==> src/rtl/djent_pkg.sv <==
// Shared types and constants for the discrete joint entropy block.
package djent_pkg;

    // Fraction bits of the log result and ln(2) in Q0.32
    localparam int unsigned LN_FRAC_BITS = 28;
    localparam logic [31:0] LN2_Q32      = 32'hB172_17F8;

    // Lane width of the input fields
    localparam int unsigned FIELD_BITS   = 16;
    localparam int unsigned LANES        = 4;

    // Control bits that travel with a sample from cell to cell
    typedef struct packed {
        logic valid;
        logic found;
    } link_t;

    // Top-level sequencer
    typedef enum logic [3:0] {
        ST_LOAD,
        ST_DRAIN,
        ST_LN_TOT,
        ST_TOT_ACC,
        ST_SCAN,
        ST_LN_CNT,
        ST_ACC,
        ST_DIV,
        ST_DONE
    } djent_state_t;

    // Log unit sequencer
    typedef enum logic [1:0] {
        LN_IDLE,
        LN_SQ,
        LN_K,
        LN_FIN
    } lnq_state_t;

endpackage

==> src/rtl/djent_lnq.sv <==
// Natural log in Q.28 by repeated squaring, one fraction bit per cycle.
module djent_lnq #(
    parameter int unsigned CW = 11
) (
    input  logic        clk,
    input  logic        rst_n,
    input  logic        start,
    input  logic [CW-1:0] x,
    output logic        done,
    output logic [31:0] result
);

    localparam int unsigned EW = (CW > 1) ? $clog2(CW) : 1;

    djent_pkg::lnq_state_t state_reg, state_next;
    logic [63:0]   prod_reg;
    logic [27:0]   frac_reg;
    logic [EW-1:0] e_reg;
    logic [4:0]    iter_reg;
    logic          hi_reg;
    logic [31:0]   result_reg;
    logic          done_reg;

    logic [EW-1:0] e_top;
    logic [31:0]   m0;
    logic [32:0]   sq_t;
    logic [31:0]   m_norm;
    logic [32:0]   l2;
    logic [64:0]   full;
    logic          iter_last;
    logic          load_start;

    // Find the top set bit
    always_comb
    begin
        e_top = '0;
        for (int i = 0; i < CW; i++)
        begin
            if (x[i])
            begin
                e_top = EW'(i);
            end
        end
    end

    assign m0     = 32'(x) << (5'd31 - 5'(e_top));
    assign sq_t   = prod_reg[63:31];
    assign m_norm = sq_t[32] ? sq_t[32:1] : sq_t[31:0];
    assign l2     = (33'(e_reg) << djent_pkg::LN_FRAC_BITS) | 33'(frac_reg);
    assign full   = 65'(prod_reg) + (hi_reg ? {1'b0, djent_pkg::LN2_Q32, 32'd0} : 65'd0);
    assign iter_last = (iter_reg == 5'(djent_pkg::LN_FRAC_BITS - 1));

    // Next state
    always_comb
    begin
        state_next = state_reg;
        unique case (state_reg)
            djent_pkg::LN_IDLE: if (start) state_next = djent_pkg::LN_SQ;
            djent_pkg::LN_SQ:   if (iter_last) state_next = djent_pkg::LN_K;
            djent_pkg::LN_K:    state_next = djent_pkg::LN_FIN;
            djent_pkg::LN_FIN:  state_next = djent_pkg::LN_IDLE;
            default:            state_next = djent_pkg::LN_IDLE;
        endcase
    end

    // Outputs of the sequencer
    always_comb
    begin
        load_start = 1'b0;
        unique case (state_reg)
            djent_pkg::LN_IDLE: load_start = start;
            default:            load_start = 1'b0;
        endcase
    end

    always_ff @(posedge clk or negedge rst_n)
    begin
        if (!rst_n)
        begin
            state_reg <= djent_pkg::LN_IDLE;
            done_reg  <= 1'b0;
        end
        else
        begin
            state_reg <= state_next;
            done_reg  <= (state_reg == djent_pkg::LN_FIN);
        end
    end

    // Square, renormalize and collect one fraction bit per cycle
    always_ff @(posedge clk)
    begin
        if (load_start)
        begin
            prod_reg <= m0 * m0;
            e_reg    <= e_top;
            iter_reg <= '0;
            frac_reg <= '0;
        end
        else if (state_reg == djent_pkg::LN_SQ)
        begin
            prod_reg <= m_norm * m_norm;
            frac_reg <= {frac_reg[26:0], sq_t[32]};
            iter_reg <= iter_reg + 5'd1;
        end
        else if (state_reg == djent_pkg::LN_K)
        begin
            prod_reg <= l2[31:0] * djent_pkg::LN2_Q32;
            hi_reg   <= l2[32];
        end
        else if (state_reg == djent_pkg::LN_FIN)
        begin
            result_reg <= full[63:32];
        end
    end

    assign done   = done_reg;
    assign result = result_reg;

endmodule

==> config.mk <==
export PLATFORM = sky130hd
export DESIGN_NAME = djent_lnq
export DESIGN_NICKNAME = d
export VERILOG_FILES = /design/src/rtl/djent_pkg.sv /design/src/rtl/djent_lnq.sv
export SDC_FILE = /design/constraint.sdc
export NUM_CORES = 2
export LEC_CHECK = 0
export BUFFER_PORTS_ARGS = -buffer_cell sky130_fd_sc_hd__buf_2
export CAP_MARGIN = 20
export CORE_MARGIN = 4
export CORE_UTILIZATION = 45
export DETAILED_ROUTE_END_ITERATION = 6
export GPL_TIMING_DRIVEN = 0
export RECOVER_POWER = 100
export SLEW_MARGIN = 15
export SYNTH_ARGS = -nofsm -noshare
export SYNTH_HDL_FRONTEND = slang
export SYNTH_SLANG_ARGS = --single-unit
==> constraint.sdc <==
create_clock -name clk -period 17.6 [get_ports clk]
set_input_delay 0 -clock clk [delete_from_list [all_inputs] [get_ports clk]]
set_output_delay 0 -clock clk [all_outputs]
set_load 0.01 [all_outputs]
==> metrics.csv <==
metric,value,unit
Mean Syn Cell Area,9.52,µm²
Core Region,0.124,mm²
R2R setup slack,4760,ps
top cell family by delay on the critical path,adder cells,
Mapped Cells,5923,
final setup fails,0,
Post-synth EDFFs,69,
chip width,362,µm
WL/cell,20.9,µm
initial antenna violation count,6,
Nets,8241,
reg2reg path depth,30,
hold depth,5,
Critical Path Most Common Cell,fa_1,
register area share after synthesis,0.0498,
Buffers on Ports,44,
routed vias,40200,
Max stage delay on crit path,870,ps
share of the synthesized area in the top cell type,0.478,
Slew Limit Fails,32,
yosys warns,0,
largest net degree at the start of global routing,34,
distinct cell type count of the synthesized netlist,94,
Top Ports,47,
TritonRoute pass-1 iters,6,
Final Cycle Share,0.730,
RSZ-0062 raised after global routing,no,
main area contributors after synthesis,"fa_1, ha_1, inv_1, edfxtp_1, nand2_1",
die height,362,µm
Hold Crit Class,in2reg,
GR Util All Layers,0.257,
Area after DPL,0.0592,mm²
synthesized area,0.0564,mm²
H-tree depth,3,
Hold Fails Final Rpt,0,
Worst Tran Pin Value,1800,ps
Starting Density,0.454,
worst flop-to-flop path endpoint,prod_reg[57],
Main synth FF type,edfxtp_1,
max reg flops,33,
share of cells above drive strength 1,0.0175,
min-delay src,start,
full die area,0.131,mm²
CP Buf/Inv Count,10,
Clock Skews,20.6,ps
CTS tree,done,
Routed WL,162,mm
Final GP Congestion,0.986,
minimum clock period,12840,ps
number of buffers created by CTS,9,
failing checks,"capacitance limit, slew limit",
Critical Path Stages,30,
register bit total from synthesis,105,
"most common cell after layout, fill and taps aside",inv_1,
# clock sinks,105,
Crit-path slowest cell,o21ai_0,
Critical Path AT,13080,ps
global-route wire length before repair,256,mm
Post-DRT Antenna Nets,0,
post-detail-place hpwl,140,mm
status,finished with violations,
number of global-route vias before repair,44300,
FF-to-FF Start,prod_reg[63],
iteration-0 DRC count of the detailed router,2986,
crit start category,flop,
largest area contributor in the netlist,fa_1,
deepest clock path buffer count,2,
grt total ovfl,0,
crit path from,prod_reg[63],
ys async rst share,0.0286,
Critical Path Sink,prod_reg[57],
Via density,5.18,
Worst Path Max Fanout,10,
Worst-path clk slew,100,ps
worst path required time,17840,ps
clock latency on the worst-skew pair,400,ps
Setup crit end kind,flop,
Slew Limit Headroom,-0.201,
cell area after layout,0.0595,mm²
Area Growth Syn to Fin,5.48,%
DRC errors left,0,
placement row count,129,
TNS Setup,0,ps
Root Buffer,clkbuf_16,
CP Class,reg2reg,
"commonest cells after routing, fill and taps aside","inv_1, fa_1, ha_1",
MaxCap Viol Count,1,
Max Fclk,77.9,MHz
==> Yosys cell counts (5+ instances only) <==
cell type,n
clkbuf_1,96
o21a_1,17
clkinv_1,6
nand3_1,32
a211oi_1,22
and2_1,15
nor3_1,19
o21ai_0,86
o21ai_1,7
a22oi_1,5
a21o_1,72
xor2_1,51
buf_1,24
fa_1,1347
and3_1,8
xnor2_1,66
mux2i_1,56
buf_2,9
inv_1,1883
edfxtp_1,69
mux2_2,27
ha_1,776
a221oi_1,5
a21oi_1,174
nor2b_1,14
or2_2,5
dfxtp_1,33
nand2_1,394
a31oi_1,12
nor2_1,390
nand4_1,35
o21bai_1,16
nand2b_1,14
nor4_1,5
o22ai_1,8
o211ai_1,12
==> tightest hold or removal path, stage by stage <==
cell     delay, ps
buf_2          150
nor2b_1        120
a21oi_1         80
nand2_1         60
o21ai_0         80
==> how the worst min path moves through the flow <==
stage | end | slack, ps
6_report | state_reg[1] | 130
5_1_grt | state_reg[1] | 180
4_1_cts | state_reg[1] | 110
3_5_place_dp | done | -160
3_3_place_gp | done | -160
2_1_floorplan | done | -300
==> logic make-up (layout without fill, tap and decap cells) <==
kind of cell	count (synthesis)	after routing	synth area share
adder cells (fa/ha/maj)	2123	2123	0.650
other	2	114	0.000133
AND/OR/NAND/NOR	954	954	0.0707
multiplexers	83	83	0.0153
XOR/XNOR	117	117	0.0182
buffers and inverters	2023	2099	0.135
flip-flops	105	105	0.0498
AO/OA/AOI/OAI	516	516	0.0607
==> routing by layer <==
layer | routed length [µm] | vias up | track usage
li1 | - | 17900 | -
met1 | 68300 | 20400 | 0.355
met2 | 74600 | 1502 | 0.416
met3 | 12600 | 330 | 0.0433
met4 | 6260 | 4 | 0.0824
met5 | 17 | - | 0
==> timing repair <==
item                      in CTS  in global routing
buffers inserted               0                  0
hold endpoints to repair       3                  0
hold buffers                   2                  0
resized for setup              0                  0
==> metrics by stage <==
stage          instances  hold WS, ps  setup slack, ps  utilization
3_3_place_gp        7714         -161             6020        0.476
3_5_place_dp        7723         -158             6510        0.477
4_1_cts             7741          108             6490        0.480
5_1_grt             7746          179             4620        0.479
6_report            7748          131             4760        0.479
2_1_floorplan       6033         -296             9110            -
==> area by class of cell <==
| class | instances | area [µm²] |
|---|---|---|
| Antenna cell | 2 | 5.00 |
| Buffer | 130 | 497 |
| Clock buffer | 9 | 225 |
| Clock inverter | 7 | 86.3 |
| Fill cell | 11900 | 64600 |
| Inverter | 1893 | 7110 |
| Multi-Input combinational cell | 3905 | 46400 |
| Sequential cell | 105 | 2810 |
| Tap cell | 1637 | 2050 |
| Timing Repair Buffer | 60 | 357 |
Power is not shown: default switching activity piles up to over one toggle a cycle in this logic, so the estimate is an artifact.
