## src/rtl/djent_pkg.sv

```systemverilog
// Shared types and constants for the discrete joint entropy block.
package djent_pkg;

    // Fraction bits of the log result and ln(2) in Q0.32
    localparam int unsigned LN_FRAC_BITS = 28;
    localparam logic [31:0] LN2_Q32      = 32'hB172_17F8;

    // Lane width of the input fields
    localparam int unsigned FIELD_BITS   = 16;
    localparam int unsigned LANES        = 4;

    // Control bits that travel with a sample from cell to cell
    typedef struct packed {
        logic valid;
        logic found;
    } link_t;

    // Top-level sequencer
    typedef enum logic [3:0] {
        ST_LOAD,
        ST_DRAIN,
        ST_LN_TOT,
        ST_TOT_ACC,
        ST_SCAN,
        ST_LN_CNT,
        ST_ACC,
        ST_DIV,
        ST_DONE
    } djent_state_t;

    // Log unit sequencer
    typedef enum logic [1:0] {
        LN_IDLE,
        LN_SQ,
        LN_K,
        LN_FIN
    } lnq_state_t;

endpackage

```

## src/rtl/djent_cell.sv

```systemverilog
// One pattern cell: holds a key and its count, matches passing samples.
module djent_cell #(
    parameter int unsigned KW = 64,
    parameter int unsigned CW = 11
) (
    input  logic                   clk,
    input  logic                   rst_n,
    input  logic                   shift,
    input  djent_pkg::link_t       link_in,
    input  logic [KW-1:0]          key_in,
    output djent_pkg::link_t       link_out,
    output logic [KW-1:0]          key_out,
    input  logic                   prev_valid,
    input  logic [CW-1:0]          prev_count,
    output logic                   valid,
    output logic [CW-1:0]          count
);

    logic             valid_reg;
    logic [KW-1:0]    key_reg;
    logic [CW-1:0]    count_reg;
    djent_pkg::link_t link_reg;
    logic [KW-1:0]    pass_key_reg;
    logic             take;
    logic             hit;

    assign take = link_in.valid && !link_in.found;
    assign hit  = valid_reg && (key_reg == key_in);

    // Hold the pattern: claim when empty, count on match, shift out on unload
    always_ff @(posedge clk or negedge rst_n)
    begin
        if (!rst_n)
        begin
            valid_reg <= 1'b0;
        end
        else if (shift)
        begin
            valid_reg <= prev_valid;
        end
        else if (take && !valid_reg)
        begin
            valid_reg <= 1'b1;
        end
    end

    always_ff @(posedge clk)
    begin
        if (shift)
        begin
            count_reg <= prev_count;
        end
        else if (take && hit)
        begin
            count_reg <= count_reg + CW'(1);
        end
        else if (take && !valid_reg)
        begin
            count_reg <= CW'(1);
            key_reg   <= key_in;
        end
    end

    // Pass the sample on to the next cell
    always_ff @(posedge clk or negedge rst_n)
    begin
        if (!rst_n)
        begin
            link_reg <= '0;
        end
        else
        begin
            link_reg.valid <= link_in.valid && !shift;
            link_reg.found <= link_in.found || (take && (hit || !valid_reg));
        end
    end

    always_ff @(posedge clk)
    begin
        pass_key_reg <= key_in;
    end

    assign link_out = link_reg;
    assign key_out  = pass_key_reg;
    assign valid    = valid_reg;
    assign count    = count_reg;

endmodule

```

## config.mk

```make
export PLATFORM = sky130hd
export DESIGN_NAME = djent_cell
export DESIGN_NICKNAME = d
export VERILOG_FILES = /design/src/rtl/djent_pkg.sv /design/src/rtl/djent_cell.sv
export SDC_FILE = /design/constraint.sdc
export NUM_CORES = 1
export LEC_CHECK = 0
export BUFFER_PORTS_ARGS = -buffer_cell sky130_fd_sc_hd__buf_2
export CORE_ASPECT_RATIO = 0.9
export CORE_UTILIZATION = 43
export DETAILED_ROUTE_END_ITERATION = 10
export GPL_TIMING_DRIVEN = 0
export MAX_ROUTING_LAYER = met4
export PLACE_DENSITY = 0.7
export SLEW_MARGIN = 20
export SYNTH_ARGS = -nofsm -noshare
export SYNTH_HDL_FRONTEND = slang
export SYNTH_SLANG_ARGS = --single-unit
```

## constraint.sdc

```tcl
create_clock -name clk -period 10.5 [get_ports clk]
set_clock_uncertainty 0.05 [all_clocks]
set_input_delay 1.05 -clock clk [delete_from_list [all_inputs] [get_ports clk]]
set_output_delay 1.05 -clock clk [all_outputs]
set_load 0.02 [all_outputs]
```

==> flow_summary.ini <==
[status]
run_status = finished, final reports clean

[global_route]
grt.overflow.total = 0
grt_first_pass_wirelength_microns = 13500
vias_in_the_first_global_route = 2778
antenna_found_initial = 0
grt.total_usage_pct = 16.4
largest_net_degree_at_the_start_of_global_routing = 17

[critical_path]
critical_path.startpoint = key_in[40]
reg2reg_depth = 6
maximum_fanout_encountered_on_the_critical_timing_path = 11
data_required_time_at_the_worst_endpoint_ns = 10.48
r2r_setup_slack_ns = 7.45
crit_type = input pin to flip-flop
cp-start-kind = input pin
critical_path_arrival_ns = 3.41
r2r_start = key_reg[40]
r2r-end = count[0]
worstSetupEndpointType = flip-flop
timing.critical_path.to = count[0]

[layout]
fin_nets = 564
post_route_cells_drive_above_1_share_pct = 41.8
antenna_cells_inserted = 0
syn_to_final_growth_pct = 33.2

[yosys]
synthDistinctLibCells = 34
synth-compound-area-share_pct = 3.83
synthSimpleGateAreaFrac_pct = 7.04
netlist.area_leader.share_pct = 46.9
synth-seq-area-share_pct = 75.2
number_of_instances_in_the_synthesized_netlist = 300
syn_area_per_cell_sq_um = 16.0
leading_post_synthesis_cells_by_cell_area = sky130_fd_sc_hd__edfxtp_1 (47%), sky130_fd_sc_hd__dfxtp_1 (27%), sky130_fd_sc_hd__xnor2_1 (10%), sky130_fd_sc_hd__xor2_1 (2.6%), sky130_fd_sc_hd__o31ai_2 (2.1%)
yosysWarningCount = 0
synth_top_area_cell = sky130_fd_sc_hd__edfxtp_1
combinational_family_with_the_most_area_after_synthesis = XOR/XNOR gates
synthesis.area_sq_mm = 0.00480
synth_adder_area_share_pct = 0.261
postSynthRegisterBits = 142
synth-xor-area-share_pct = 13.0
synth.mux.area_fraction_pct = 0
synth.net_count = 382

[routing]
wirelength_microns = 8670
num_vias = 2913
wire_per_inst_microns = 13.4
first_pass_iters = 4
drc = 0
drt_iter0_markers = 130
post_drt_via_cell_ratio = 4.50
ant_nets = 0

[timing]
fin_tns_setup_ns = 0
finalSetupViolations = 0
fraction_of_the_cycle_the_final_worst_path_needs_pct = 32.7
setup_ws_ns = 7.07
slew_headroom_pct = 31.9
worst_slew_pin_slew_ns = 1.02
post-route-min-period_ns = 3.43
rsz0062_at_grt = false
fmax_ghz = 0.291
final_hold_violations = 0
slew_viol_final = 0

[worst_hold_path]
hold_path.class = input pin to async pin

[cts]
cts_tree = yes
post_cts_setup_buffer_count = 0
numClockSinks = 142
path_clk_slew_ns = 0.06
cts-root-to-sink-buffers = 2
hold_buffers = 0
clock_tree.root_cell = sky130_fd_sc_hd__clkbuf_16
h_tree_depth = 4
cts_buffers = 17
post_cts_resized = 0
source_to_sink_clock_delay_at_the_later_pin_of_the_worst_skew_pair_ns = 0.42

[power]
power.static_leakage_uw = 0.00254
power.ir.vdd_worst_mv = 0.148
power_uw = 1270
p_per_area_mw_per_mm2 = 199

[floorplan]
core_region_area_sq_mm = 0.0109
fp.dieH_microns = 102
std_cell_rows = 36
die_w_microns = 113
die_area_sq_mm = 0.0116
num_io_pins = 159
initial_utilization_pct = 44.2

[placed_design]
io_buffer_count = 157
routabilityCongestion = 0.790
dpl.hpwl_microns = 6360
preCtsSetupSlack_ns = 6.67

[job]
drv.max_cap_violation_count = 0
[Yosys cell counts]
master,n
sky130_fd_sc_hd__a21oi_1,2
sky130_fd_sc_hd__a221o_1,1
sky130_fd_sc_hd__and2b_1,1
sky130_fd_sc_hd__and4_1,3
sky130_fd_sc_hd__buf_2,1
sky130_fd_sc_hd__buf_6,1
sky130_fd_sc_hd__clkbuf_1,2
sky130_fd_sc_hd__clkinv_1,1
sky130_fd_sc_hd__dfrtp_1,3
sky130_fd_sc_hd__dfxtp_1,64
sky130_fd_sc_hd__edfxtp_1,75
sky130_fd_sc_hd__ha_1,1
sky130_fd_sc_hd__inv_1,2
sky130_fd_sc_hd__nand2_1,24
sky130_fd_sc_hd__nand2b_1,1
sky130_fd_sc_hd__nand3_1,6
sky130_fd_sc_hd__nand3b_1,1
sky130_fd_sc_hd__nand4_1,13
sky130_fd_sc_hd__nand4_2,1
sky130_fd_sc_hd__nor2_1,2
sky130_fd_sc_hd__nor2b_1,1
sky130_fd_sc_hd__nor3_1,1
sky130_fd_sc_hd__nor3b_1,1
sky130_fd_sc_hd__nor4_1,4
sky130_fd_sc_hd__nor4_2,2
sky130_fd_sc_hd__o21ai_0,1
sky130_fd_sc_hd__o21ai_1,1
sky130_fd_sc_hd__o221ai_1,1
sky130_fd_sc_hd__o31a_1,1
sky130_fd_sc_hd__o31ai_1,2
sky130_fd_sc_hd__o31ai_2,8
sky130_fd_sc_hd__o31ai_4,1
sky130_fd_sc_hd__xnor2_1,57
sky130_fd_sc_hd__xor2_1,14
[power breakdown]
part / switching [uW] / leakage (uW) / internal [uW]
Sequential: 9.78 / 0.00127 / 609
Clock: 216 / 0.000277 / 342
Combinational: 57.7 / 0.000991 / 39.6
Total: 284 / 0.00254 / 991
[critical path, stage by stage]
cell	delay (ns)
sky130_fd_sc_hd__buf_2	0.12
sky130_fd_sc_hd__xnor2_1	0.17
sky130_fd_sc_hd__nand4_1	0.11
sky130_fd_sc_hd__nor4_1	0.55
sky130_fd_sc_hd__nand3_1	0.27
sky130_fd_sc_hd__buf_2	0.29
sky130_fd_sc_hd__o31ai_2	0.84
[metrics by stage]
step | instances | util (%) | hold WS [ns] | area, sq um
6_report | 647 | 58.9 | 0.376 | 6390
5_1_grt | 647 | 58.9 | 0.348 | 6390
4_1_cts | 647 | 58.9 | 0.342 | 6390
3_5_place_dp | 615 | 53.7 | 0.617 | 5830
3_3_place_gp | 609 | 53.2 | 0.561 | 5780
2_1_floorplan | 300 | - | 0.639 | 4800
[metal layers]
layer  GRT usage, %  vias to the layer above  routed length (microns)
met2           23.9                      103                     4000
met3           6.05                       13                      515
met4           8.50                        0                      133
li1               -                     1439                        -
met5              -                        -                        0
met1           20.1                     1358                     4020
[cell families (layout without fill, tap and decap cells)]
group | count (synthesis) | after routing
and+or+nand+nor | 61 | 61
xor gates and xnor gates | 71 | 71
buffers and inverters | 7 | 202
adders and majority gates | 1 | 1
AOI/OAI and AO/OA | 18 | 18
DFF | 142 | 142
[final cells by class]
cell class                 instances  area (sq um)
buffer                             4          23.8
clock buffer                      24           514
clock inverter                     8          51.3
fill                             847          4460
inverter                           3          11.3
multi-input combinational        151          1160
sequential                       142          3610
tap                              152           190
timing repair buffer             163           835
[placed cells by master, fill, tap and decap left out, types with 2 or more instances in the layout]
| cell type | instances |
|---|---|
| sky130_fd_sc_hd__nand4_1 | 13 |
| sky130_fd_sc_hd__buf_2 | 158 |
| sky130_fd_sc_hd__nor4_2 | 2 |
| sky130_fd_sc_hd__clkinvlp_4 | 2 |
| sky130_fd_sc_hd__nor4_1 | 4 |
| sky130_fd_sc_hd__o31ai_2 | 8 |
| sky130_fd_sc_hd__inv_1 | 2 |
| sky130_fd_sc_hd__buf_6 | 2 |
| sky130_fd_sc_hd__dfrtp_1 | 3 |
| sky130_fd_sc_hd__clkbuf_16 | 19 |
| sky130_fd_sc_hd__clkinv_2 | 3 |
| sky130_fd_sc_hd__o31ai_1 | 2 |
| sky130_fd_sc_hd__nand3_1 | 6 |
| sky130_fd_sc_hd__and4_1 | 3 |
| sky130_fd_sc_hd__buf_4 | 5 |
| sky130_fd_sc_hd__xnor2_1 | 57 |
| sky130_fd_sc_hd__a21oi_1 | 2 |
| sky130_fd_sc_hd__clkbuf_1 | 5 |
| sky130_fd_sc_hd__edfxtp_1 | 75 |
| sky130_fd_sc_hd__inv_4 | 2 |
| sky130_fd_sc_hd__clkbuf_8 | 2 |
| sky130_fd_sc_hd__xor2_1 | 14 |
| sky130_fd_sc_hd__nand2_1 | 24 |
| sky130_fd_sc_hd__nor2_1 | 2 |
| sky130_fd_sc_hd__dfxtp_1 | 64 |
[worst min path at each step]
stage | from | endpoint | slack [ns] | cells past startpoint
after CTS | rst_n | valid | 0.34 | 1
final | rst_n | valid | 0.38 | 1
after floorplan | valid | valid | 0.64 | 2
after global placement | valid | valid | 0.56 | 2
after detailed placement | valid | valid | 0.62 | 2
after global routing | rst_n | link_out[1] | 0.35 | 1
(Power assumes the default switching activity.)
