**config.mk**
```make
export PLATFORM = sky130hd
export DESIGN_NAME = djent_div
export DESIGN_NICKNAME = d
export VERILOG_FILES = /design/src/rtl/djent_div.sv
export SDC_FILE = /design/constraint.sdc
export NUM_CORES = 1
export LEC_CHECK = 0
export BUFFER_PORTS_ARGS = -buffer_cell sky130_fd_sc_hd__clkbuf_2
export CELL_PAD_IN_SITES_DETAIL_PLACEMENT = 0
export CELL_PAD_IN_SITES_GLOBAL_PLACEMENT = 1
export CORE_UTILIZATION = 43
export DETAILED_ROUTE_END_ITERATION = 8
export PLACE_DENSITY_LB_ADDON = 0.15
export SYNTH_ARGS = -nofsm -noshare
export SYNTH_HDL_FRONTEND = slang
export SYNTH_SLANG_ARGS = --single-unit
```
**constraint.sdc**
```tcl
create_clock -name clk -period 2.75 [get_ports clk]
set_input_delay 0 -clock clk [delete_from_list [all_inputs] [get_ports clk]]
set_output_delay 0 -clock clk [all_outputs]
set_load 0.01 [all_outputs]
```
**src/rtl/djent_div.sv**
```systemverilog
// Restoring divider, one quotient bit per cycle.
module djent_div #(
    parameter int unsigned NW = 43,
    parameter int unsigned CW = 11
) (
    input  logic          clk,
    input  logic          rst_n,
    input  logic          start,
    input  logic [NW-1:0] dividend,
    input  logic [CW-1:0] divisor,
    output logic          done,
    output logic [31:0]   quotient
);

    localparam int unsigned IW = $clog2(NW + 1);

    logic [NW-1:0] q_reg;
    logic [CW-1:0] rem_reg;
    logic [CW-1:0] dvs_reg;
    logic [IW-1:0] left_reg;
    logic          busy_reg;
    logic          done_reg;
    logic [CW:0]   trial;
    logic          fits;

    assign trial = {rem_reg, q_reg[NW-1]};
    assign fits  = trial >= {1'b0, dvs_reg};

    // Busy flag and bit counter
    always_ff @(posedge clk or negedge rst_n)
    begin
        if (!rst_n)
        begin
            busy_reg <= 1'b0;
            done_reg <= 1'b0;
            left_reg <= '0;
        end
        else
        begin
            done_reg <= 1'b0;
            if (start)
            begin
                busy_reg <= 1'b1;
                left_reg <= IW'(NW);
            end
            else if (busy_reg)
            begin
                left_reg <= left_reg - IW'(1);
                if (left_reg == IW'(1))
                begin
                    busy_reg <= 1'b0;
                    done_reg <= 1'b1;
                end
            end
        end
    end

    // Shift in one dividend bit and subtract when it fits
    always_ff @(posedge clk)
    begin
        if (start)
        begin
            q_reg   <= dividend;
            rem_reg <= '0;
            dvs_reg <= divisor;
        end
        else if (busy_reg)
        begin
            q_reg   <= {q_reg[NW-2:0], fits};
            rem_reg <= fits ? CW'(trial - {1'b0, dvs_reg}) : trial[CW-1:0];
        end
    end

    assign done     = done_reg;
    assign quotient = q_reg[31:0];

endmodule

```
==> metrics.txt, run 1 <==
# TYPE chip_impl_metric gauge
chip_impl_info{name="status",value="finished clean"} 1
chip_impl_metric{name="yosysWarningCount",unit=""} 0
chip_impl_metric{name="cts_sinks",unit=""} 73
chip_impl_metric{name="floorplan.io_pins",unit=""} 90
chip_impl_metric{name="drive_above_1_share",unit="%"} 37.5
chip_impl_metric{name="comb_power_share",unit="%"} 31.7
chip_impl_info{name="critPathLaunchType",value="register"} 1
chip_impl_metric{name="cts.clk_slew.worst_paths",unit="ns"} 0.08
chip_impl_metric{name="die_area",unit="mm^2"} 0.00941
chip_impl_metric{name="initial_core_util",unit="%"} 44.5
chip_impl_metric{name="first_pass_iters",unit=""} 4
chip_impl_info{name="regToRegEndpoint",value="rem_reg[3]"} 1
chip_impl_info{name="r2r_start",value="q_reg[42]"} 1
chip_impl_metric{name="synth-seq-area-share",unit="%"} 52.6
chip_impl_metric{name="seqPwrFrac",unit="%"} 42.9
chip_impl_metric{name="detailedPlacementHpwl",unit="mm"} 4.78
chip_impl_metric{name="worstSkewPairLatency",unit="ns"} 0.35
chip_impl_metric{name="grt_pass1_wl",unit="mm"} 12.4
chip_impl_metric{name="placeableCoreArea",unit="mm^2"} 0.00872
chip_impl_metric{name="power.density_cell_area",unit="mW/mm^2"} 681
chip_impl_metric{name="power",unit="mW"} 3.38
chip_impl_metric{name="antenna_violating_nets_remaining",unit=""} 0
chip_impl_metric{name="post_synth_instance_area",unit="mm^2"} 0.00388
chip_impl_metric{name="largest_net_degree_at_the_start_of_global_routing",unit=""} 44
chip_impl_metric{name="finalCritPeriodShare",unit="%"} 88.8
chip_impl_metric{name="antennaDiodeCount",unit=""} 0
chip_impl_metric{name="peakVddDrop",unit="mV"} 0.419
chip_impl_metric{name="postCtsResizedCells",unit=""} 0
chip_impl_metric{name="detail_route.iter0.violations",unit=""} 87
chip_impl_metric{name="max_reg_flops",unit=""} 43
chip_impl_metric{name="worst-endpoint-required",unit="ns"} 2.96
chip_impl_metric{name="tns",unit="ns"} 0
chip_impl_metric{name="switching_power",unit="mW"} 1.05
chip_impl_metric{name="finalSetupViolCount",unit=""} 0
chip_impl_metric{name="cts_buffers",unit=""} 9
chip_impl_metric{name="area_delta_synth_final",unit="%"} 27.8
chip_impl_metric{name="viasPerCell",unit=""} 4.80
chip_impl_metric{name="avgSynthCellArea",unit="um^2"} 12.6
chip_impl_metric{name="syn_inst",unit=""} 308
chip_impl_info{name="hold_class",value="input pin to async pin"} 1
chip_impl_info{name="cp_cell_sequence",value="inv_1, ha_1, fa_1, nor2b_1, o31a_1, o21ai_2, o21ai_4, buf_12, mux2i_1, a211oi_1"} 1
chip_impl_metric{name="number_of_global_route_vias_before_repair",unit=""} 2718
chip_impl_metric{name="worst_stage_delay_on_the_critical_path",unit="ns"} 0.41
chip_impl_metric{name="synth-edff-count",unit=""} 54
chip_impl_metric{name="htree_num_levels",unit=""} 3
chip_impl_metric{name="post_dp_cell_area",unit="mm^2"} 0.00421
chip_impl_info{name="cpMaxStageDelayCell",value="fa_1"} 1
chip_impl_metric{name="reg2reg_setup_slack",unit="ns"} 0.31
chip_impl_metric{name="flop_and_latch_count_out_of_synthesis",unit=""} 73
chip_impl_info{name="ctsRootBufferMaster",value="clkbuf_8"} 1
chip_impl_metric{name="place.gp.congestion",unit=""} 0.747
chip_impl_metric{name="instances_no_fill",unit=""} 537
chip_impl_metric{name="cp.arrival",unit="ns"} 2.66
chip_impl_metric{name="finClkSkew",unit="ns"} 0.0127
chip_impl_metric{name="postCtsSetupBuffers",unit=""} 0
chip_impl_info{name="rsz0062_at_grt",value="no"} 1
chip_impl_metric{name="post_synthesis_net_count",unit=""} 379
chip_impl_metric{name="routed_wire_length_per_instance",unit="um"} 13.7
chip_impl_info{name="ys_dominant_reg_cell",value="edfxtp_1"} 1
chip_impl_metric{name="maxSlewViolCount",unit=""} 0
chip_impl_metric{name="cts-root-to-sink-buffers",unit=""} 2
chip_impl_metric{name="finalWorstSetupSlack",unit="ns"} 0.307
chip_impl_metric{name="floorplan.rows",unit=""} 34
chip_impl_metric{name="route.final.wire_length",unit="mm"} 7.37
chip_impl_metric{name="grtUsageMet2",unit="%"} 28.0
chip_impl_info{name="synthMostInstantiatedCell",value="edfxtp_1"} 1
chip_impl_metric{name="overflow",unit=""} 0
chip_impl_metric{name="finalWorstPathRequiredPeriod",unit="ns"} 2.44
chip_impl_info{name="kind_of_end_point_of_the_critical_path",value="register"} 1
chip_impl_metric{name="synth_top_area_share",unit="%"} 41.8
chip_impl_metric{name="final_hold_viol_count",unit=""} 0
chip_impl_info{name="netlist_top_cells_area",value="edfxtp_1 42%, mux2_2 12%, buf_4 6.2%"} 1
chip_impl_metric{name="hold-worst-slack",unit="ns"} 0.0244
chip_impl_metric{name="detail_route.drc_violations",unit=""} 0
chip_impl_metric{name="leakage_component_of_the_power",unit="nW"} 2.11
chip_impl_metric{name="hold_buffers",unit=""} 55
chip_impl_metric{name="pre_cts_slack",unit="ns"} 0.316
chip_impl_metric{name="power.share.clock",unit="%"} 25.4
chip_impl_metric{name="port_buffers",unit=""} 89
chip_impl_metric{name="timing.reg2reg.worst_path_depth",unit=""} 10
chip_impl_metric{name="p_int",unit="mW"} 2.33
chip_impl_metric{name="dp_cells",unit=""} 466
chip_impl_info{name="global_route.peak_usage_layer",value="met2"} 1
chip_impl_metric{name="asyncSetResetFlopFracSynth",unit="%"} 11.0
chip_impl_metric{name="met1_usage",unit="%"} 20.8
chip_impl_metric{name="fp.dieW",unit="um"} 97.0
chip_impl_info{name="synth_top_area_cell",value="edfxtp_1"} 1
chip_impl_info{name="crit_type",value="register to register"} 1
chip_impl_metric{name="layout.core_utilization",unit="%"} 56.8
chip_impl_metric{name="timing.slew.headroom",unit="%"} 47.7
chip_impl_metric{name="timing_worst_slew_pin_value",unit="ns"} 0.784
chip_impl_metric{name="globalRouteTotalUtil",unit="%"} 16.5
chip_impl_info{name="tritoncts",value="yes"} 1
chip_impl_metric{name="worst-path-max-fanout",unit=""} 8
chip_impl_metric{name="synth.distinct_cells",unit=""} 48
chip_impl_metric{name="detailroute.via_count",unit=""} 2576
chip_impl_metric{name="fp.dieH",unit="um"} 97.0
chip_impl_metric{name="sw_frac_of_total",unit="%"} 31.1
chip_impl_metric{name="groute.layer.met3.usage",unit="%"} 3.11
chip_impl_metric{name="number_of_antenna_violations_at_the_first_check_in_global_routing",unit=""} 0
chip_impl_metric{name="maxCapViolations",unit=""} 0
chip_impl_info{name="synth_commonest_cells",value="54 x edfxtp_1, 43 x mux2_2, 32 x buf_4, 21 x nor2_1, 16 x inv_1"} 1
chip_impl_metric{name="postLayoutCellArea",unit="mm^2"} 0.00496
chip_impl_metric{name="finish.net_count",unit=""} 495
chip_impl_metric{name="max_freq",unit="MHz"} 409
[power groups by stage]
stage,combinational [mW],clock [mW],sequential [mW]
final,1.07,0.857,1.45
after global routing,1.18,0.933,1.47
after CTS,1.07,0.884,1.45
after detailed placement,1.00,0,1.47
after global placement,1.01,0,1.47
after floorplan,0.862,0,1.44
[worst max-delay path by stage]
| stage | to | from |
|---|---|---|
| 4_1_cts | rem_reg[3] | dvs_reg[0] |
| 3_3_place_gp | rem_reg[0] | q_reg[42] |
| 6_report | rem_reg[3] | q_reg[42] |
| 2_1_floorplan | q_reg[0] | busy_reg |
| 3_5_place_dp | rem_reg[0] | q_reg[42] |
| 5_1_grt | rem_reg[4] | q_reg[42] |
[logic make-up (layout without fill, tap and decap cells)]
kind of cell	Yosys count	after routing	synth area share [%]
xor gates and xnor gates	10	10	2.26
AOI/OAI and AO/OA	39	39	7.68
buffers and inverters	60	181	9.38
DFF	73	73	52.6
adders and majority gates	14	14	4.71
muxes	50	50	14.4
and+or+nand+nor	62	62	8.93
[layout make-up]
type / count / area [um^2]
Fill cell: 742 / 3760
Sequential cell: 73 / 2040
Multi-Input combinational cell: 175 / 1470
Timing Repair Buffer: 149 / 1050
Tap cell: 108 / 135
Clock buffer: 9 / 124
Clock inverter: 7 / 76.3
Inverter: 16 / 60.1
[cells in the final DEF (no fill, tap or decap), types with 9 or more instances in the layout]
master and count:
mux2_2 43, inv_1 15, dlygate4sd3_1 55, edfxtp_1 54
nand2_1 10, ha_1 13, clkbuf_8 9, clkbuf_2 88
dfxtp_1 11, nor2_1 21
[routing by layer]
metal	vias up	share of wire, %
li1	1309	-
met1	1206	47
met2	53	48
met3	8	3.5
met4	0	1.3
met5	-	0
[worst max-delay path, delay by kind of cell, from the launching register on]
family	cells	cell delay, ns
AOI/OAI and AO/OA	4	0.77
adders and majority gates	2	0.63
buffers and inverters	2	0.22
DFF	1	0.33
muxes	1	0.21
and+or+nand+nor	1	0.16
Power figures use the tool's default switching activity.
==> inputs of run 2 (changes only) <==
- CORE_MARGIN: not set -> 2
- CORE_UTILIZATION: 43 -> 46
- clock period: 2.75 -> 3.05 ns (I/O delays scaled with it)
==> metrics.txt, run 2 (synthesis results as in run 1) <==
# TYPE chip_impl_metric gauge
chip_impl_metric{name="viasPerCell",unit=""} 4.92
chip_impl_metric{name="detail_route.drc_violations",unit=""} 0
chip_impl_metric{name="port_buffers",unit=""} 89
chip_impl_metric{name="power.density_cell_area",unit="mW/mm^2"} 595
chip_impl_metric{name="grt_pass1_wl",unit="mm"} 12.0
chip_impl_metric{name="comb_power_share",unit="%"} 31.9
chip_impl_info{name="r2r_start",value="dvs_reg[0]"} 1
chip_impl_metric{name="place.gp.congestion",unit=""} 0.790
chip_impl_metric{name="sw_frac_of_total",unit="%"} 31.9
chip_impl_metric{name="postLayoutCellArea",unit="mm^2"} 0.00490
chip_impl_metric{name="detailedPlacementHpwl",unit="mm"} 4.65
chip_impl_metric{name="number_of_global_route_vias_before_repair",unit=""} 2564
chip_impl_metric{name="area_delta_synth_final",unit="%"} 26.4
chip_impl_info{name="ctsRootBufferMaster",value="clkbuf_8"} 1
chip_impl_metric{name="globalRouteTotalUtil",unit="%"} 17.1
chip_impl_info{name="kind_of_end_point_of_the_critical_path",value="register"} 1
chip_impl_metric{name="largest_net_degree_at_the_start_of_global_routing",unit=""} 44
chip_impl_metric{name="dp_cells",unit=""} 462
chip_impl_metric{name="cts-root-to-sink-buffers",unit=""} 2
chip_impl_metric{name="finalSetupViolCount",unit=""} 0
chip_impl_info{name="regToRegEndpoint",value="rem_reg[0]"} 1
chip_impl_metric{name="max_freq",unit="MHz"} 392
chip_impl_metric{name="cts_buffers",unit=""} 9
chip_impl_info{name="cpMaxStageDelayCell",value="o21ai_4"} 1
chip_impl_metric{name="maxCapViolations",unit=""} 0
chip_impl_info{name="hold_class",value="input pin to async pin"} 1
chip_impl_metric{name="number_of_antenna_violations_at_the_first_check_in_global_routing",unit=""} 0
chip_impl_metric{name="antenna_violating_nets_remaining",unit=""} 0
chip_impl_metric{name="final_hold_viol_count",unit=""} 0
chip_impl_metric{name="p_int",unit="mW"} 1.99
chip_impl_metric{name="max_reg_flops",unit=""} 43
chip_impl_metric{name="finalCritPeriodShare",unit="%"} 83.6
chip_impl_metric{name="first_pass_iters",unit=""} 4
chip_impl_metric{name="tns",unit="ns"} 0
chip_impl_info{name="rsz0062_at_grt",value="no"} 1
chip_impl_metric{name="finish.net_count",unit=""} 494
chip_impl_metric{name="reg2reg_setup_slack",unit="ns"} 0.50
chip_impl_metric{name="worst-endpoint-required",unit="ns"} 3.32
chip_impl_metric{name="seqPwrFrac",unit="%"} 44.8
chip_impl_metric{name="worstSkewPairLatency",unit="ns"} 0.35
chip_impl_metric{name="fp.dieH",unit="um"} 95.8
chip_impl_info{name="critPathLaunchType",value="register"} 1
chip_impl_metric{name="switching_power",unit="mW"} 0.930
chip_impl_metric{name="leakage_component_of_the_power",unit="nW"} 2.09
chip_impl_info{name="layout.cells.most_common",value="clkbuf_2"} 1
chip_impl_metric{name="timing.slew.headroom",unit="%"} 61.8
chip_impl_metric{name="post_dp_cell_area",unit="mm^2"} 0.00418
chip_impl_info{name="tritoncts",value="yes"} 1
chip_impl_metric{name="finalWorstPathRequiredPeriod",unit="ns"} 2.55
chip_impl_metric{name="die_area",unit="mm^2"} 0.00919
chip_impl_metric{name="htree_num_levels",unit=""} 3
chip_impl_metric{name="routed_wire_length_per_instance",unit="um"} 13.7
chip_impl_metric{name="path_buf_inv",unit=""} 0
chip_impl_metric{name="finClkSkew",unit="ns"} 0.00997
chip_impl_metric{name="cts_sinks",unit=""} 73
chip_impl_metric{name="postCtsSetupBuffers",unit=""} 0
chip_impl_metric{name="power.share.clock",unit="%"} 23.3
chip_impl_metric{name="maxSlewViolCount",unit=""} 0
chip_impl_metric{name="floorplan.rows",unit=""} 33
chip_impl_metric{name="instances_no_fill",unit=""} 533
chip_impl_metric{name="floorplan.io_pins",unit=""} 90
chip_impl_info{name="crit_type",value="register to register"} 1
chip_impl_info{name="critical_path.top_delay_family",value="compound AO/OA/AOI/OAI gates"} 1
chip_impl_metric{name="detail_route.iter0.violations",unit=""} 67
chip_impl_metric{name="postCtsResizedCells",unit=""} 0
chip_impl_info{name="cp_cell_sequence",value="ha_1, fa_1, nor2b_1, o31a_1, o21ai_2, o21ai_4, mux2_4, a211oi_2"} 1
chip_impl_metric{name="timing.reg2reg.worst_path_depth",unit=""} 8
chip_impl_metric{name="worst_stage_delay_on_the_critical_path",unit="ns"} 0.42
chip_impl_metric{name="detailroute.via_count",unit=""} 2623
chip_impl_metric{name="fp.dieW",unit="um"} 95.8
chip_impl_metric{name="drive_above_1_share",unit="%"} 37.1
chip_impl_info{name="commonest_non_fill_non_tap_cells_in_the_layout",value="88 x clkbuf_2, 55 x dlygate4sd3_1, 54 x edfxtp_1, 43 x mux2_2, 21 x nor2_1"} 1
chip_impl_info{name="status",value="finished clean"} 1
chip_impl_metric{name="timing_worst_slew_pin_value",unit="ns"} 0.573
chip_impl_metric{name="cts.clk_slew.worst_paths",unit="ns"} 0.09
chip_impl_metric{name="worst-path-max-fanout",unit=""} 14
chip_impl_metric{name="cp.arrival",unit="ns"} 2.82
chip_impl_metric{name="overflow",unit=""} 0
chip_impl_metric{name="initial_core_util",unit="%"} 47.2
chip_impl_metric{name="peakVddDrop",unit="mV"} 0.289
chip_impl_metric{name="antennaDiodeCount",unit=""} 0
chip_impl_metric{name="placeableCoreArea",unit="mm^2"} 0.00822
chip_impl_metric{name="route.final.wire_length",unit="mm"} 7.31
run 2: how the worst max path moves through the flow:
stage | from | end | slack, ns | cells past startpoint
2_1_floorplan | busy_reg | q_reg[0] | 0.77 | 4
3_3_place_gp | q_reg[42] | rem_reg[0] | 0.54 | 9
3_5_place_dp | q_reg[42] | rem_reg[0] | 0.49 | 9
4_1_cts | dvs_reg[0] | rem_reg[0] | 0.46 | 8
5_1_grt | q_reg[42] | rem_reg[0] | 0.33 | 9
6_report | dvs_reg[0] | rem_reg[0] | 0.50 | 8
run 2: final cells by class:
type / instances / area (um^2)
clock buffers: 10 / 128
repair buffers: 148 / 1030
flip-flops and latches: 73 / 2040
well taps: 105 / 131
fillers: 701 / 3310
inverters: 16 / 60.1
multi-input cells: 175 / 1470
clock inverters: 6 / 42.5
run 2: through the flow:
step	power (mW)	worst slack [ns]	hold slack, ns	utilization [%]
6_report	2.92	0.500	0.0331	59.7
5_1_grt	3.10	0.331	0.0449	59.7
4_1_cts	2.96	0.461	0.0270	59.7
3_5_place_dp	2.21	0.493	-0.139	50.9
3_3_place_gp	2.20	0.540	-0.142	50.9
2_1_floorplan	2.07	0.773	-0.296	-
run 2: timing repair:
action,4_1_cts,5_1_grt
setup endpoints to repair,0,0
hold buffers,55,0
hold endpoints to repair,62,0
run 2: per-layer routing:
metal | GRT usage [%] | vias to the layer above | routed length (um)
met5 | 0 | - | 0
met4 | 5.00 | 0 | 86
met3 | 5.64 | 7 | 351
met2 | 28.1 | 63 | 3600
met1 | 21.5 | 1238 | 3270
li1 | - | 1315 | -
run 2: power by group through the flow:
stage / Sequential, mW / Combinational [mW] / Clock, mW
CTS: 1.31 / 0.940 / 0.715
floorplan: 1.30 / 0.777 / 0
detailed placement: 1.33 / 0.880 / 0
global route: 1.32 / 1.04 / 0.742
global placement: 1.33 / 0.874 / 0
finish: 1.31 / 0.931 / 0.681
